[src/rtl/median_filter_7x7_core_assert.svh]
// ----------------------------------------------------------------------------
// median_filter_7x7_core_assert.svh
// Assertion macros used by the median filter datapath.
// ----------------------------------------------------------------------------
`ifndef MEDIAN_FILTER_7X7_CORE_ASSERT_SVH
`define MEDIAN_FILTER_7X7_CORE_ASSERT_SVH

// same-cycle implication, sampled on aclk, off during reset
`define MF7_ASSERT_NOW(lbl, ante, cons, msg) \
    lbl: assert property (@(posedge aclk) disable iff (!aresetn) (ante) |-> (cons)) \
        else $error(msg);

// next-cycle implication
`define MF7_ASSERT_NEXT(lbl, ante, cons, msg) \
    lbl: assert property (@(posedge aclk) disable iff (!aresetn) (ante) |=> (cons)) \
        else $error(msg);

`endif

[src/rtl/mf7_pkg.sv]
// ----------------------------------------------------------------------------
// mf7_pkg
// Shared constants, state type and controller/datapath interface structs.
// ----------------------------------------------------------------------------
package mf7_pkg;

    localparam int MAX_WIDTH_DEF = 1024;
    localparam int RADIUS_DEF    = 3;

    localparam int PIX_W        = 8;
    localparam int WIDTH_REG_W  = 11;
    localparam int HEIGHT_REG_W = 13;
    localparam int ROW_W        = 14;
    localparam int CFG_IDX_W    = 1;
    localparam int CFG_DATA_W   = 13;

    localparam logic [WIDTH_REG_W-1:0]  WIDTH_RESET  = 11'd1024;
    localparam logic [HEIGHT_REG_W-1:0] HEIGHT_RESET = 13'd1024;

    // register indexes on the config port
    localparam logic [CFG_IDX_W-1:0] CFG_IMAGE_WIDTH  = 1'b0;
    localparam logic [CFG_IDX_W-1:0] CFG_IMAGE_HEIGHT = 1'b1;

    typedef enum logic [2:0] {
        S_IDLE,
        S_CALC,
        S_CHECK,
        S_SETUP,
        S_GATHER,
        S_FLUSH,
        S_RESULT
    } mf7_state_t;

    typedef struct packed {
        logic load;
        logic calc;
        logic check;
        logic setup;
        logic issue;
        logic push;
    } mf7_cmd_t;

    typedef struct packed {
        logic emit;
        logic last_issue;
        logic out_free;
    } mf7_sts_t;

endpackage

[src/rtl/mf7_ctrl.sv]
// ----------------------------------------------------------------------------
// mf7_ctrl
// Sequencer: steps one item through position check, window gather and
// median output.
// ----------------------------------------------------------------------------
module mf7_ctrl (
    input  logic              aclk,
    input  logic              aresetn,
    input  logic              s_tvalid,
    output logic              s_tready,
    input  mf7_pkg::mf7_sts_t sts,
    output mf7_pkg::mf7_cmd_t cmd
);
    import mf7_pkg::*;

    mf7_state_t state_reg, state_next;

    always_ff @(posedge aclk) begin
        if (!aresetn) begin
            state_reg <= S_IDLE;
        end else begin
            state_reg <= state_next;
        end
    end

    always_comb begin
        state_next = state_reg;
        cmd        = '0;
        s_tready   = 1'b0;
        unique case (state_reg)
            S_IDLE: begin
                s_tready = 1'b1;
                if (s_tvalid) begin
                    cmd.load   = 1'b1;
                    state_next = S_CALC;
                end
            end
            S_CALC: begin
                cmd.calc   = 1'b1;
                state_next = S_CHECK;
            end
            S_CHECK: begin
                cmd.check  = 1'b1;
                state_next = sts.emit ? S_SETUP : S_IDLE;
            end
            S_SETUP: begin
                cmd.setup  = 1'b1;
                state_next = S_GATHER;
            end
            S_GATHER: begin
                cmd.issue = 1'b1;
                if (sts.last_issue) begin
                    state_next = S_FLUSH;
                end
            end
            S_FLUSH: begin
                state_next = S_RESULT;
            end
            S_RESULT: begin
                if (sts.out_free) begin
                    cmd.push   = 1'b1;
                    state_next = S_IDLE;
                end
            end
            default: begin
                state_next = S_IDLE;
            end
        endcase
    end

endmodule

[config.mk]
export PLATFORM = sky130hd
export DESIGN_NAME = mf7_ctrl
export DESIGN_NICKNAME = d
export VERILOG_FILES = /design/src/rtl/median_filter_7x7_core_assert.svh /design/src/rtl/mf7_pkg.sv /design/src/rtl/mf7_ctrl.sv
export SDC_FILE = /design/constraint.sdc
export NUM_CORES = 1
export LEC_CHECK = 0
export BUFFER_PORTS_ARGS = -buffer_cell sky130_fd_sc_hd__buf_2
export CORE_AREA = 10 10 47 49
export CTS_BUF_LIST = sky130_fd_sc_hd__clkbuf_8
export DETAILED_ROUTE_END_ITERATION = 10
export DIE_AREA = 0 0 57 59
export PLACE_DENSITY = 0.47
export SYNTH_ARGS = -nofsm -noshare
export SYNTH_HDL_FRONTEND = slang
export SYNTH_SLANG_ARGS = --single-unit
[constraint.sdc]
create_clock -name aclk -period 1.1 [get_ports aclk]
set_input_delay 0.22 -clock aclk [delete_from_list [all_inputs] [get_ports aclk]]
set_output_delay 0.22 -clock aclk [all_outputs]
set_load 0.01 [all_outputs]
# Word level (Yosys, flattened, before mapping)
# Cells that the tools add are included.
# totals
mem_bits_ro,0
latchBits,0
ff_bits,3
input_bits,6
output_inout_bits,7
mem_bits_rw,0
n_memories,0
# classes
n_addsub,0
magnitude_cmp,0
reduce_logical,2
muxes,14
eq_ne,9
n_div,0
mul,0
bitwise,0
shifts,0
# op_table
op,n
3-bit one-hot mux with 7 select lines,1
"3-bit == test, second input constant",3
1-bit two-way mux,9
3-bit two-way mux,3
"3-bit by 2-bit == test with 1-bit output, second input constant",2
"2-bit != test, second input constant",3
"3-bit by 1-bit == test with 1-bit output, second input constant",1
3-bit logical NOT,1
3-bit AND reduction,1
2-bit two-way mux,1

# Longest topological paths before layout
# depth
depth_word,3
mapped_depth,4

# Worst setup path before layout
# OpenSTA, ideal clock, no wires.
# synth_path
path_kind,register to output
startpoint,register state_reg[2]
endpoint,output port cmd[5] (netlist name)
setup_slack_ps,-145
t_required_ps,880
n_path_buf,1
path_stages_with_launch,4
t_arrival_ps,1025
cell_sequence,dfxtp_1 -> buf_6 -> nor3_1 -> and2_1
# synth_rtl
item,line_no,source
"start, declared",mf7_ctrl.sv:16,"mf7_state_t state_reg, state_next;"
"start signal, assigned",mf7_ctrl.sv:22,state_reg <= state_next;
"end, declared",mf7_ctrl.sv:12,output mf7_pkg::mf7_cmd_t cmd

==> flow_summary_export.csv <==
group,metric,value,unit
outcome,status,"complete, but fails checks",
outcome,violations,"setup timing",
global_route,antenna_found_initial,0,
sta,fmax,783,MHz
pwr,p_per_area,1300,nW/um2
yosys,syn_area,264,um2
worst_setup_path,critPathCaptureType,"output pin",
cts,cts_tree,"done",
cts,cts_sinks,3,
layout,drive_above_1_share,67.9,%
die,rows,14,
cts,clk_latency,0.22,ns
yosys,synth_seq_area_share,22.7,%
pwr,p_seq_share,20.5,%
cts,cts_buffers,3,
worst_setup_path,timing.rr.start,"state_reg[1]$_SDFFE_PN0P_",
placement,gp_congestion,0.811,
yosys,muxShareOfSynthArea,7.58,%
sta,timing.hold.ws,0.239,ns
global_route,grt_max_degree,9,
pwr,clkPwrFrac,46.2,%
yosys,syn_area_per_cell,8.25,um2
yosys,yosysWarnings,0,
min_path,holdCritStartpoint,"aresetn",
pwr,p_leak,0.000245,uW
cts,cts.clk_slew.worst_paths,0.03,ns
yosys,synthAdderAreaFrac,0,%
route,drc,0,
sta,timing.final.ws_setup,-0.178,ns
sta,worst-slew-pin-transition,0.136,ns
die,die_height,59,um
sta,setup_viol,8,
yosys,synth_compound_area_share,19.0,%
yosys,synth_top_family_by_area,"simple AND/OR/NAND/NOR gates",
global_route,overflow,0,
die,ioPinCount,13,
pwr,switchingPower,187,uW
die,start_util,18.8,%
route,viasPerCell,4.26,
yosys,synth_cell_type_count,19,
sta,fin_crit,1.28,ns
worst_setup_path,worst-r2r-cell-count,5,
layout,syn_to_final_growth,95.7,%
layout,diodes,0,
min_path,hold_class,"input port to register",
layout,largest_reg_flops,3,
placement,dp_slack,0.0243,ns
worst_setup_path,reg2reg_to,"state_reg[0]$_SDFFE_PN0P_",
sta,tns,-0.923,ns
yosys,yosys.area.top_type,"dfxtp_1",
cts,cts-root-buf,"clkbuf_8",
layout,post-route-util,36.9,%
route,vias,307,
route,ant_nets,0,
worst_setup_path,arrival,1.06,ns
worst_setup_path,ff2ff_setup_slack,-0.01,ns
worst_setup_path,start_kind,"register",
min_path,holdPathStages,2,
min_path,holdPathEnd,"state_reg[2]$_SDFFE_PN0P_",
pwr,switching_share,27.7,%
die,dieArea,3360,um2
global_route,grt_use_total,5.22,%
sta,final_max_slew_viol_count,0,
placement,port_buffers,12,
yosys,synth_area_leaders,"dfxtp_1 (23%), buf_6 (8.5%), mux2i_1 (7.6%)",
die,fp.dieW,57,um
worst_setup_path,crit_type,"register to output pin",
die,core_area,1400,um2
yosys,synth_simple_gate_area_share,39.3,%
layout,fillers,143,
pwr,finalPower,674,uW
placement,place_hpwl,556,um
yosys,syn-num-nets,38,
pwr,p_int,487,uW
sta,rsz0062_at_grt,"yes",
yosys,synth_top_area_share,22.7,%
cts,clockBufferDepth,2,
sta,relSlewSlack,90.7,%
yosys,yosys.area_share.xor_xnor,0,%
worst_setup_path,cp_max_fo,5,
worst_setup_path,required,0.88,ns
yosys,ys_ff_latch,3,
route,dr.first_iter.drc_count,0,
global_route,grt_pass1_vias,301,
cts,htreeDepth,1,
pwr,vdd_drop_max,0.589,mV
route,dr.pass1.iters,1,
global_route,grt_pass1_wl,1.32,mm
route,wirelength,802,um
flow_run,drv_cap,0,
sta,finalCritPeriodShare,116,%
layout,fin_nets,63,
pwr,comb_power_share,33.3,%
sta,finClkSkew,0.000205,ns
yosys,synthCells,32,
sta,hold_viol_final,0,
route,drt-wirelength-per-cell,11.1,um
metal layers:
metal / global-route usage (%) / share of wire, %
met2: 7.13 / 49
met5: 0 / 0
met1: 5.56 / 43
met4: 5.03 / 2.9
met3: 2.79 / 5.1
synthesized netlist by cell type:
master / n
and2_1: 3
and3b_1: 1
buf_4: 1
buf_6: 2
dfxtp_1: 3
mux2i_1: 2
nand2_1: 4
nand2b_4: 1
nand3b_1: 1
nor2_1: 4
nor2b_1: 2
nor3_1: 1
nor3b_1: 1
o2111a_1: 1
o21a_1: 1
o21ai_0: 1
o21ai_1: 1
o221ai_2: 1
o22ai_1: 1
critical path, stage by stage (launching register included):
cell and delay (ns):
dfxtp_2 0.31, buf_6 0.13, nor3_4 0.15, and2_1 0.13, buf_2 0.12
stage by stage:
stage | std cells | cell area [um2]
2_1_floorplan | 32 | 275
3_3_place_gp | 61 | 368
3_5_place_dp | 61 | 368
4_1_cts | 68 | 444
5_1_grt | 72 | 517
6_report | 72 | 517
cells in the final DEF (no fill, tap or decap), types with 2 or more instances in the layout:
| cell type | instances |
|---|---|
| and2_1 | 3 |
| buf_2 | 11 |
| buf_4 | 6 |
| buf_6 | 6 |
| clkbuf_8 | 3 |
| dfxtp_4 | 2 |
| mux2i_1 | 2 |
| nand2_1 | 2 |
| nor2_4 | 2 |
| o21ai_1 | 2 |
worst max-delay path by stage:
| stage | startpoint | endpoint | slack (ns) | depth (start not counted) |
|---|---|---|---|---|
| after floorplan | state_reg[2]$_SDFFE_PN0P_ | cmd[5] | 0.01 | 3 |
| after global placement | state_reg[0]$_SDFFE_PN0P_ | cmd[5] | 0.01 | 4 |
| after detailed placement | state_reg[0]$_SDFFE_PN0P_ | cmd[5] | 0.02 | 4 |
| after CTS | state_reg[1]$_SDFFE_PN0P_ | cmd[5] | -0.19 | 4 |
| after global routing | state_reg[1]$_SDFFE_PN0P_ | cmd[5] | -0.24 | 4 |
| final | state_reg[1]$_SDFFE_PN0P_ | cmd[5] | -0.18 | 4 |
layout make-up:
type                       instances  area [um2]  area share [%]
multi-input combinational         26         215            41.6
timing repair buffer              23         168            32.4
sequential                         3        68.8            13.3
clock buffer                       3        41.3            7.99
tap                               16        20.0            3.87
clock inverter                     1        3.75           0.726
kinds of logic after synthesis:
group | after synthesis
and+or+nand+nor | 18
AOI/OAI and AO/OA | 6
DFF | 3
buffers and inverters | 3
muxes | 2
what timing repair did:
| action | in CTS | in global routing |
|---|---|---|
| endpoints found under the hold margin | 0 | 0 |
| buffers inserted | 4 | 5 |
| resized for setup | 9 | 12 |
| pin swaps | 3 | 5 |
| hold buffers | 0 | 0 |
| setup endpoints to repair | 7 | 8 |
| gates cloned | 0 | 0 |
power by group through the flow:
stage	clock network (uW)	logic, uW	registers (uW)
6_report	311	225	138
5_1_grt	340	247	139
4_1_cts	321	178	134
3_5_place_dp	0	180	128
3_3_place_gp	0	183	127
2_1_floorplan	0	116	128
No activity file was read; power rests on OpenSTA's default activity.
